==> config.mk <==
export PLATFORM = sky130hd
export DESIGN_NAME = ohs_ctrl
export DESIGN_NICKNAME = d
export VERILOG_FILES = /design/src/ohs_pkg.sv /design/src/ohs_ctrl.sv
export VERILOG_INCLUDE_DIRS = /design/src /design/src/src
export SDC_FILE = /design/constraint.sdc
export NUM_CORES = 1
export LEC_CHECK = 0
export BUFFER_PORTS_ARGS = -buffer_cell sky130_fd_sc_hd__buf_4
export CAP_MARGIN = 10
export CORE_AREA = 2 2 39 41
export DETAILED_ROUTE_END_ITERATION = 16
export DIE_AREA = 0 0 41 43
export SYNTH_ARGS = -nofsm -noshare
export SYNTH_HDL_FRONTEND = slang
export SYNTH_SLANG_ARGS = --single-unit
==> constraint.sdc <==
create_clock -name clk_i -period 2.6 [get_ports clk_i]
set_input_delay 0.26 -clock clk_i [delete_from_list [all_inputs] [get_ports clk_i]]
set_output_delay 0.26 -clock clk_i [all_outputs]
set_load 0.1 [all_outputs]
==> src/open_address_hash_set_top_defines.svh <==
// ----------------------------------------------------------------------------
// Hash set assertion macros
// Shared helpers for concurrent checks, clocked on clk_i, off during reset.
// ----------------------------------------------------------------------------
`ifndef OPEN_ADDRESS_HASH_SET_TOP_DEFINES_SVH
`define OPEN_ADDRESS_HASH_SET_TOP_DEFINES_SVH

// Property that must hold at every clock edge outside reset
`define OHS_ASSERT(lbl, prop, msg) \
  lbl: assert property (@(posedge clk_i) disable iff (!rst_ni) (prop)) else $error(msg);

// Consequent checked in the cycle after the antecedent
`define OHS_ASSERT_NEXT(lbl, ante, cons, msg) \
  lbl: assert property (@(posedge clk_i) disable iff (!rst_ni) (ante) |=> (cons)) \
    else $error(msg);

`endif

==> src/ohs_pkg.sv <==
`timescale 1ns / 1ps
// ----------------------------------------------------------------------------
// Hash set package
// Sizes, slot and request codes, controller/datapath structs and key hashing.
// ----------------------------------------------------------------------------
package ohs_pkg;

  localparam int unsigned CAPACITY    = 256;
  localparam int unsigned KEY_BYTES   = 8;
  localparam int unsigned IDX_W       = $clog2(CAPACITY);
  localparam int unsigned CNT_W       = $clog2(CAPACITY + 1);
  localparam int unsigned KEY_W       = 64;
  localparam int unsigned REQ_W       = 2;
  localparam int unsigned KEY_TOTAL_W = 9;

  typedef enum logic [1:0] {
    MARK_EMPTY    = 2'd0,
    MARK_OCCUPIED = 2'd1,
    MARK_DELETED  = 2'd2
  } mark_e;

  typedef enum logic [REQ_W-1:0] {
    REQ_LOOKUP = 2'd0,
    REQ_INSERT = 2'd1,
    REQ_DELETE = 2'd2
  } req_e;

  typedef enum logic [1:0] {
    ST_IDLE,
    ST_READ,
    ST_CHECK,
    ST_RESP
  } state_e;

  typedef struct packed {
    mark_e            mark;
    logic [KEY_W-1:0] key;
  } slot_t;

  localparam int unsigned SLOT_W = $bits(slot_t);

  typedef struct packed {
    logic [KEY_W-1:0] key;
    logic [IDX_W-1:0] home;
  } hash_t;

  typedef struct packed {
    logic load;
    logic rd;
    logic advance;
    logic take_target;
    logic wr_ins;
    logic wr_del;
    logic set_ok;
    logic emit;
  } ctrl_cmd_t;

  typedef struct packed {
    logic [REQ_W-1:0] req;
    mark_e            mark;
    logic             key_hit;
    logic             last_probe;
    logic             have_target;
    logic             rsp_free;
  } dp_status_t;

  // Cut the key at its first zero byte; Horner hash kept modulo CAPACITY
  function automatic hash_t hash_key(input logic [KEY_W-1:0] raw);
    hash_t            res;
    logic             live;
    logic [7:0]       byt;
    logic [IDX_W-1:0] h;
    res  = '0;
    live = 1'b1;
    h    = '0;
    for (int b = KEY_BYTES - 1; b >= 0; b--) begin
      byt = raw[b*8 +: 8];
      if (byt == 8'd0) begin
        live = 1'b0;
      end
      if (live) begin
        res.key[b*8 +: 8] = byt;
        h = IDX_W'({h, 3'b000} - {3'b000, h} + (IDX_W + 3)'(byt));
      end
    end
    res.home = h;
    return res;
  endfunction

endpackage

==> src/ohs_ctrl.sv <==
`timescale 1ns / 1ps
// ----------------------------------------------------------------------------
// Hash set controller
// Sequences accept, probe read, slot check, table update and result hand-off.
// ----------------------------------------------------------------------------
`include "open_address_hash_set_top_defines.svh"

module ohs_ctrl (
  input  logic                clk_i,
  input  logic                rst_ni,
  input  logic                req_valid_i,
  output logic                req_ready_o,
  input  ohs_pkg::dp_status_t status_i,
  output ohs_pkg::ctrl_cmd_t  cmd_o
);
  import ohs_pkg::*;

  state_e state_q, state_d;
  logic   probe_stop;
  logic   grab_tomb;

  // A probe ends at an empty slot, on the key itself, or on the last slot
  assign probe_stop = (status_i.mark == MARK_EMPTY) || status_i.key_hit ||
                      status_i.last_probe;
  assign grab_tomb  = (status_i.mark == MARK_DELETED) && !status_i.have_target;

  always_ff @(posedge clk_i or negedge rst_ni) begin
    if (!rst_ni) begin
      state_q <= ST_IDLE;
    end else begin
      state_q <= state_d;
    end
  end

  always_comb begin
    state_d = state_q;
    unique case (state_q)
      ST_IDLE: begin
        if (req_valid_i) begin
          state_d = ST_READ;
        end
      end
      ST_READ: begin
        state_d = ST_CHECK;
      end
      ST_CHECK: begin
        unique case (status_i.req)
          REQ_LOOKUP, REQ_INSERT, REQ_DELETE: begin
            state_d = probe_stop ? ST_RESP : ST_READ;
          end
          default: begin
            state_d = ST_RESP;
          end
        endcase
      end
      ST_RESP: begin
        if (status_i.rsp_free) begin
          state_d = ST_IDLE;
        end
      end
      default: begin
        state_d = ST_IDLE;
      end
    endcase
  end

  always_comb begin
    cmd_o       = '0;
    req_ready_o = 1'b0;
    unique case (state_q)
      ST_IDLE: begin
        req_ready_o = 1'b1;
        cmd_o.load  = req_valid_i;
      end
      ST_READ: begin
        cmd_o.rd = 1'b1;
      end
      ST_CHECK: begin
        unique case (status_i.req)
          REQ_LOOKUP: begin
            cmd_o.set_ok  = status_i.key_hit;
            cmd_o.advance = !probe_stop;
          end
          REQ_DELETE: begin
            cmd_o.wr_del  = status_i.key_hit;
            cmd_o.advance = !probe_stop;
          end
          REQ_INSERT: begin
            cmd_o.wr_ins      = !status_i.key_hit &&
                                ((status_i.mark == MARK_EMPTY) ||
                                 (status_i.last_probe &&
                                  (status_i.have_target || grab_tomb)));
            cmd_o.take_target = grab_tomb && !probe_stop;
            cmd_o.advance     = !probe_stop;
          end
          default: begin
            cmd_o = '0;
          end
        endcase
      end
      ST_RESP: begin
        cmd_o.emit = status_i.rsp_free;
      end
      default: begin
        cmd_o = '0;
      end
    endcase
  end

  `OHS_ASSERT(a_check_follows_read, (state_q == ST_CHECK) |-> ($past(state_q) == ST_READ), "slot check without a preceding read")
  `OHS_ASSERT_NEXT(a_accept_starts_probe, req_valid_i && req_ready_o, state_q == ST_READ, "accepted item did not start a probe")

endmodule

==> metrics.txt, run 1 <==
Syn Nets=35; Post-Route WL=586 µm; sequential area share after synthesis=25.5%; status=completed; CTS tree=yes; CP Launch Type=flip-flop; antenna-violating nets left=0; CTS clock-pin slew for the worst setup and hold paths=0.03 ns; # H-tree levels=1; Clk Latency, worst-skew pair=0.23 ns; clk sink count=2; Worst Reg-to-Reg Cells=3; max reg flops=2; endpoints failing hold=0; area grow syn2layout=108%; Worst VDD drop=0.344 mV; routed len/inst=9.30 µm; Area after DPL=375 µm²; Die Area=0.00176 mm²; PD cells=1140 mW/mm²; Worst-Margin Slew=0.281 ns; Port-buffer cells=19; Max Slew Vio Count=0; number of global-route vias before repair=232; fill count=163; Largest Register=state_q; GRT Residual Overflow=0; post_cts resized=0; WL met2=302 µm; max_cap viols=0; final worst-path cycle share=67.5%; Fmax=570 MHz; GPL Wtd Cong=0.689; HPWL Detailed=504 µm; Min Clock Period, post-route=1.75 ns; share of layout cells above drive strength 1=61.7%; crit path kind=reg2out; Leak=0.199 nW; largest registers=state_q x2; I/O Pins=20; Root Driver=clkbuf_4; total CTS buffers=3; initial antenna violation count=0; RR Startpoint=state_q[0]; fin util=29.5%; # diodes=0; final setup fails=0; Worst Setup SP=state_q[0]; CP Max Fanout=7; area of the core=0.00138 mm²; DRC viols=0; design area=408 µm²; TNS Setup=0 ns; Avg Inst Size Synth=8.18 µm²; Top Layer Used=met3; DR vias/cell=4.05; YS warnings=0; CTS Buffer Depth=2; Hold Path Class=in2reg; unrepaired setup endpoints after global routing=no; Die X=41 µm; number of library cell types mapped by synthesis=17; largest net degree at the start of global routing=8; flops & latches, synth=2; DR pass1 iterations=3; Total GRT Usage=8.03%; DR WL met3=66 µm; crit end category=primary output; M1 WL=217 µm; r2r setup slk=1.63 ns; Die Span Y=43 µm; starting DRC count in detailed routing=3; Final nets=60; Rel. slew slack=81.4%; CTS Hold Bufs=1; Crit path required time=2.34 ns; DR vias=255; Post-CTS Setup Bufs=0; Synth Cell Area=196 µm²; WP data arrival=1.49 ns; crit path to=cmd_o[4]; gate count of the mapped netlist=24; RR Endpoint=state_q[1]; Starting Density=14.2%; first-pass GRT wire length=855 µm; Clock Skew=0.00687 ns; site row count=14
report_power, final:
part,leakage [nW],switching [mW],total [mW],internal (mW)
registers,0.0223,0.0258,0.0727,0.0469
logic,0.162,0.242,0.322,0.0797
clock network,0.0138,0.0190,0.0701,0.0511
total,0.199,0.287,0.464,0.178
critical path, cell delays in order, from the launching register on:
cell,delay (ns)
dfrtp_1,0.44
nor2b_2,0.18
nand3_2,0.12
nor4_4,0.20
buf_4,0.32
synth_stat cells:
| cell | number | area share (%) |
|---|---|---|
| o21a_1 | 1 | 3.8 |
| o21ai_1 | 1 | 2.5 |
| a22oi_1 | 1 | 3.8 |
| inv_1 | 2 | 3.8 |
| and2_1 | 1 | 3.2 |
| nand2b_1 | 1 | 3.2 |
| nor3b_1 | 1 | 3.8 |
| nor2b_2 | 1 | 4.5 |
| dfrtp_1 | 2 | 25 |
| nor2_1 | 5 | 9.6 |
| a211oi_1 | 1 | 3.8 |
| and4b_2 | 1 | 5.7 |
| and4bb_1 | 1 | 6.4 |
| and3_2 | 1 | 3.8 |
| nor4_2 | 1 | 6.4 |
| nand3_2 | 1 | 5.1 |
| a21oi_1 | 2 | 5.1 |
kinds of logic (layout without fill, tap and decap cells):
family / count (synthesis) / in the layout / share of synthesized area (%)
flip-flops: 2 / 2 / 25.5
buffers and inverters: 2 / 25 / 3.82
AND/OR/NAND/NOR: 14 / 14 / 51.6
AO/OA/AOI/OAI: 6 / 6 / 19.1
layer usage:
layer | vias up | global-route usage (%)
met1 | 111 | 6.75
met5 | - | 0
met4 | 0 | 10.0
met2 | 10 | 11.3
met3 | 0 | 4.19
li1 | 134 | -
area by class of cell:
class | count | area (µm²) | area share [%]
Multi-Input combinational cell | 20 | 155 | 38.0
Timing Repair Buffer | 20 | 153 | 37.4
Sequential cell | 2 | 50.0 | 12.3
Clock buffer | 3 | 22.5 | 5.52
Tap cell | 16 | 20.0 | 4.91
Inverter | 2 | 7.51 | 1.84
stage by stage:
step	hold slack (ns)	setup WS (ns)	total power, mW	instances
5_1_grt	0.217	0.769	0.491	63
4_1_cts	0.216	0.828	0.472	63
3_5_place_dp	0.0449	1.08	0.397	59
3_3_place_gp	0.0434	1.07	0.394	59
6_report	0.221	0.846	0.464	63
2_1_floorplan	-0.0356	0.193	0.327	24
how the worst min path moves through the flow:
stage | start | to | slack [ns] | depth (start not counted)
2_1_floorplan | rst_ni | state_q[0] | -0.04 | 0
3_3_place_gp | rst_ni | state_q[1] | 0.04 | 1
3_5_place_dp | rst_ni | state_q[1] | 0.04 | 1
4_1_cts | status_i[0] | state_q[0] | 0.22 | 2
5_1_grt | status_i[0] | state_q[0] | 0.22 | 2
6_report | status_i[0] | state_q[0] | 0.22 | 2
placed cells by master, fill, tap and decap left out:
master and n:
a211oi_1 1, a21oi_1 2, a22oi_1 1, and2_1 1, and3_2 1, and4b_2 1, and4bb_1 1, buf_4 19
clkbuf_4 3, dfrtp_1 2, dlygate4sd3_1 1, inv_1 2, nand2b_1 1, nand3_2 1, nor2_1 4, nor2_2 1
nor2b_2 1, nor3b_2 1, nor4_4 1, o21a_1 1, o21ai_1 1
(Power assumes the default switching activity.)
==> run 2: changes to the inputs <==
--- a/config.mk
+++ b/config.mk
@@ -6,6 +6,7 @@
 export SDC_FILE = /design/constraint.sdc
 export NUM_CORES = 1
 export LEC_CHECK = 0
+export ABC_AREA = 1
 export BUFFER_PORTS_ARGS = -buffer_cell sky130_fd_sc_hd__buf_4
 export CAP_MARGIN = 10
 export CORE_AREA = 2 2 39 41
==> constraint.sdc (replaced) <==
create_clock -name clk_i -period 1.6 [get_ports clk_i]
set_input_delay 0.16 -clock clk_i [delete_from_list [all_inputs] [get_ports clk_i]]
set_output_delay 0.16 -clock clk_i [all_outputs]
set_load 0.1 [all_outputs]
==> metrics.txt, run 2 <==
Worst-Margin Slew=0.280 ns; max_cap viols=0; sequential area share after synthesis=23.3%; Rel. slew slack=81.5%; Final nets=78; antenna-violating nets left=0; EDFF count, synth=0; Die Span Y=43 µm; Min Clock Period, post-route=1.48 ns; starting DRC count in detailed routing=4; asr flop ratio synth=100%; Fmax=676 MHz; PD cells=1820 mW/mm²; Seq pwr share=12.8%; CP Launch Type=flip-flop; initial antenna violation count=0; Worst VDD drop=0.531 mV; Total GRT Usage=10.3%; first-pass GRT wire length=1150 µm; site row count=14; Port-buffer cells=19; number of library cell types mapped by synthesis=13; Yosys top cell area share=23.3%; sw frac=63.4%; combinational group share of total power=74.0%; largest registers=state_q x2; routed len/inst=8.70 µm; DR vias/cell=3.88; Clk Latency, worst-skew pair=0.23 ns; Syn Nets=51; Crit path required time=1.44 ns; most common library cells after synthesis=nand2_1, nor2_1, inv_1, nand3_1; flops & latches, synth=2; largest net degree at the start of global routing=7; Clock Skew=0.00111 ns; # H-tree levels=1; Primary FF master, synth=dfrtp_1; post-synth top area cell=dfrtp_1; Hold Path Class=in2reg; DRC viols=0; Pint=0.326 mW; CP Max Fanout=4; Synth Cell Area=215 µm²; max reg flops=2; clk sink count=2; share of layout cells above drive strength 1=53.8%; gate count of the mapped netlist=40; Root Driver=clkbuf_4; Largest Register=state_q; fin util=35.4%; most frequent cells in the layout=buf_4, nand2_1, inv_1, nor2_1; final worst-path cycle share=92.4%; CTS tree=yes; ranking of synthesized cells by area=dfrtp_1, nand2_1, nor2_1; endpoints failing hold=0; GRT Residual Overflow=0; most common cell after layout, fill and taps aside=buf_4; crit path kind=reg2out; area of the core=0.00138 mm²; Psw=0.563 mW; DR vias=314; I/O Pins=20; Die Area=0.00176 mm²; status=completed; # diodes=0; WP data arrival=1.32 ns; DR pass1 iterations=4; Design Power=0.889 mW; area grow syn2layout=127%; Leak=0.251 nW; Non-Filler Instances=81; Avg Inst Size Synth=5.38 µm²; number of global-route vias before repair=306; CTS clock-pin slew for the worst setup and hold paths=0.03 ns; CTS Buffer Depth=2; total CTS buffers=3; Die X=41 µm; crit end category=primary output; GPL Wtd Cong=0.674; Max Slew Vio Count=0; cell count after placement=75; Post-Route WL=705 µm; YS warnings=0; HPWL Detailed=518 µm; TNS Setup=0 ns; Starting Density=15.6%; final setup fails=0; Clk network pwr share=13.2%
-- run 2: cell types whose count changed after synthesis, moves of 2 or more --
cell,change
nor2_1,+4
inv_1,+6
nand2_1,+9
nand3_1,+3
nor3_1,+2
-- run 2: power by group through the flow --
| stage | combinational [mW] | clock (mW) | sequential (mW) |
|---|---|---|---|
| finish | 0.659 | 0.117 | 0.114 |
| global route | 0.697 | 0.136 | 0.125 |
| floorplan | 0.498 | 0 | 0.107 |
| CTS | 0.618 | 0.122 | 0.112 |
| detailed placement | 0.614 | 0 | 0.112 |
| global placement | 0.612 | 0 | 0.112 |
-- run 2: metrics by stage --
step,cell area (µm²),setup WS (ns),hold slack [ns]
global route,489,-0.00593,0.229
finish,489,0.121,0.198
CTS,453,0.0278,0.192
global placement,413,0.256,-0.0573
detailed placement,413,0.243,-0.0575
floorplan,250,-0.371,-0.136
-- run 2: per-layer routing --
metal | vias to the layer above | share of wire, % | track usage (%)
met4 | 0 | 0 | 12.0
met5 | - | 0 | 0
met2 | 14 | 58 | 13.8
li1 | 173 | - | -
met3 | 0 | 8.1 | 3.14
met1 | 127 | 34 | 11.2
-- run 2: layout make-up --
cell class | instances | area, µm²
Clock buffer | 3 | 22.5
Fill cell | 156 | 895
Tap cell | 16 | 20.0
Inverter | 9 | 33.8
Sequential cell | 2 | 50.0
Timing Repair Buffer | 22 | 196
Multi-Input combinational cell | 29 | 166
-- run 2: critical path, cell delays in order (launching register included) --
cell and delay (ns):
dfrtp_1 0.40, inv_2 0.09, nand2_2 0.09, inv_2 0.10
nand3_2 0.09, nor2_4 0.14, buf_12 0.18
-- run 2: path summary, 6_finish.rpt --
check                            startpoint         end  slack (ns)  depth (start not counted)
worst max register to register   state_q[1]  state_q[1]        0.60                          5
worst min register to register   state_q[0]  state_q[0]        0.58                          2
worst max-delay path             state_q[0]    cmd_o[3]        0.12                          6
min in group asynchronous            rst_ni  state_q[1]        0.25                          2
worst min-delay path            req_valid_i  state_q[0]        0.20                          3
max in group asynchronous            rst_ni  state_q[0]        1.26                          2
-- run 2: logic make-up (layout without fill, tap and decap cells) --
family,after synthesis,count (layout),share of synthesized area [%]
buffers and inverters,9,34,15.7
AOI/OAI and AO/OA,2,2,4.65
and+or+nand+nor,27,27,56.4
DFF,2,2,23.3
-- run 2: what timing repair did --
item,in CTS,in global routing
hold buffers,1,0
endpoints found under the setup margin,2,4
resized for setup,2,6
setup buffers,0,2
endpoints found under the hold margin,2,0
==> run 3: changes to the inputs <==
--- a/config.mk
+++ b/config.mk
@@ -6,12 +6,13 @@
 export SDC_FILE = /design/constraint.sdc
 export NUM_CORES = 1
 export LEC_CHECK = 0
-export ABC_AREA = 1
 export BUFFER_PORTS_ARGS = -buffer_cell sky130_fd_sc_hd__buf_4
-export CAP_MARGIN = 10
-export CORE_AREA = 2 2 39 41
+export CAP_MARGIN = 20
+export CELL_PAD_IN_SITES_DETAIL_PLACEMENT = 1
+export CELL_PAD_IN_SITES_GLOBAL_PLACEMENT = 2
+export CORE_UTILIZATION = 13
 export DETAILED_ROUTE_END_ITERATION = 16
-export DIE_AREA = 0 0 41 43
+export PLACE_DENSITY_LB_ADDON = 0.1
 export SYNTH_ARGS = -nofsm -noshare
 export SYNTH_HDL_FRONTEND = slang
 export SYNTH_SLANG_ARGS = --single-unit
==> metrics.txt, run 3 (same netlist as run 1, synthesis figures left out) <==
status=completed; Leak=0.221 nW; most frequent cells in the layout=buf_4, clkbuf_4; crit path kind=reg2out; max_cap viols=0; cell count after placement=60; Design Power=0.866 mW; Port-buffer cells=19; Root Driver=clkbuf_4; DRC viols=0; PD cells=1890 mW/mm²; Clock Skew=0.00551 ns; GRT Residual Overflow=0; Worst-Margin Slew=0.279 ns; final setup fails=0; Total GRT Usage=10.7%; starting DRC count in detailed routing=3; WL met2=345 µm; Largest Register=state_q; Worst Reg-to-Reg Cells=4; Die Area=0.00167 mm²; multi-input logic area=180 µm²; clk sink count=2; PnR worst setup slack=0.0747 ns; Non-Filler Instances=65; Min Hold Slack=0.128 ns; total CTS buffers=3; max reg flops=2; initial antenna violation count=0; fill count=167; # H-tree levels=1; Register Area=50.0 µm²; Clk Latency, worst-skew pair=0.22 ns; area of the core=0.00135 mm²; CP Max Fanout=3; number of global-route vias before repair=249; most common cell after layout, fill and taps aside=buf_4; final worst-path cycle share=95.3%; Crit path required time=1.44 ns; CTS clock-pin slew for the worst setup and hold paths=0.03 ns; Max Slew Vio Count=0; Worst VDD drop=0.820 mV; I/O Pins=20; crit end category=primary output; Top Layer Used=met3; Final nets=63; unrepaired setup endpoints after global routing=no; hold depth=2; DR pass1 iterations=2; area grow syn2layout=133%; CTS Buffer Depth=2; Hold Path Class=in2reg; Die Span Y=40.9 µm; share of layout cells above drive strength 1=70.0%; largest registers=state_q x2; antenna-violating nets left=0; Die X=40.9 µm; DR WL met3=35 µm; Starting Density=14.6%; Rel. slew slack=81.5%; DR vias/cell=4.25; largest net degree at the start of global routing=7; Post-Route WL=717 µm; Fmax=656 MHz; first-pass GRT wire length=1110 µm; GPL Wtd Cong=0.579; CTS tree=yes; pre-CTS setup slack=0.214 ns; routed len/inst=11.0 µm; # diodes=0; DR vias=276; fin util=33.9%; endpoints failing hold=0; M1 WL=336 µm; CP Launch Type=flip-flop; WP data arrival=1.37 ns; Min Clock Period, post-route=1.53 ns; site row count=13
## run 3: final timing paths
check | startpoint | to | slack [ns]
worst max-delay path | state_q[0] | cmd_o[2] | 0.07
worst min-delay path | status_i[0] | state_q[0] | 0.13
worst max register to register | state_q[0] | state_q[1] | 0.50
worst min register to register | state_q[0] | state_q[0] | 0.67
max in group asynchronous | rst_ni | state_q[1] | 1.25
min in group asynchronous | rst_ni | state_q[0] | 0.26
## run 3: worst max-delay path: stages, from the launching register on
cell and delay, ns:
dfrtp_1 0.39, nor2b_4 0.16, buf_4 0.12, and4b_2 0.19
buf_4 0.28
## run 3: through the flow
| step | area, µm² | TNS [ns] |
|---|---|---|
| CTS | 438 | 0 |
| detailed placement | 402 | 0 |
| global route | 458 | 0 |
| floorplan | 225 | -0.768 |
| global placement | 402 | 0 |
| finish | 458 | 0 |
## run 3: metal layers
metal / up-vias / track usage [%]
met2: 8 / 13.3
met5: - / 0
met4: 0 / 7.50
met3: 0 / 4.89
li1: 142 / -
met1: 126 / 14.0
## run 3: timing repair
action                                  CTS  global route
buffers inserted                          0             1
endpoints found under the hold margin     2             0
endpoints found under the setup margin    1             1
pin swaps                                 0             1
resized for setup                         1             2
hold buffers                              1             0
## run 3: final cells by class
class                   instances  area share [%]
multi-input cells              20            39.3
inverters                       2            1.64
flip-flops and latches          2            10.9
repair buffers                 23            39.1
clock buffers                   3            4.92
well taps                      15            4.10
## run 3: power breakdown
group | switching [mW] | leakage (nW) | internal, mW
registers | 0.0191 | 0.0223 | 0.0764
logic | 0.461 | 0.185 | 0.199
clock network | 0.0279 | 0.0138 | 0.0827
total | 0.508 | 0.221 | 0.358
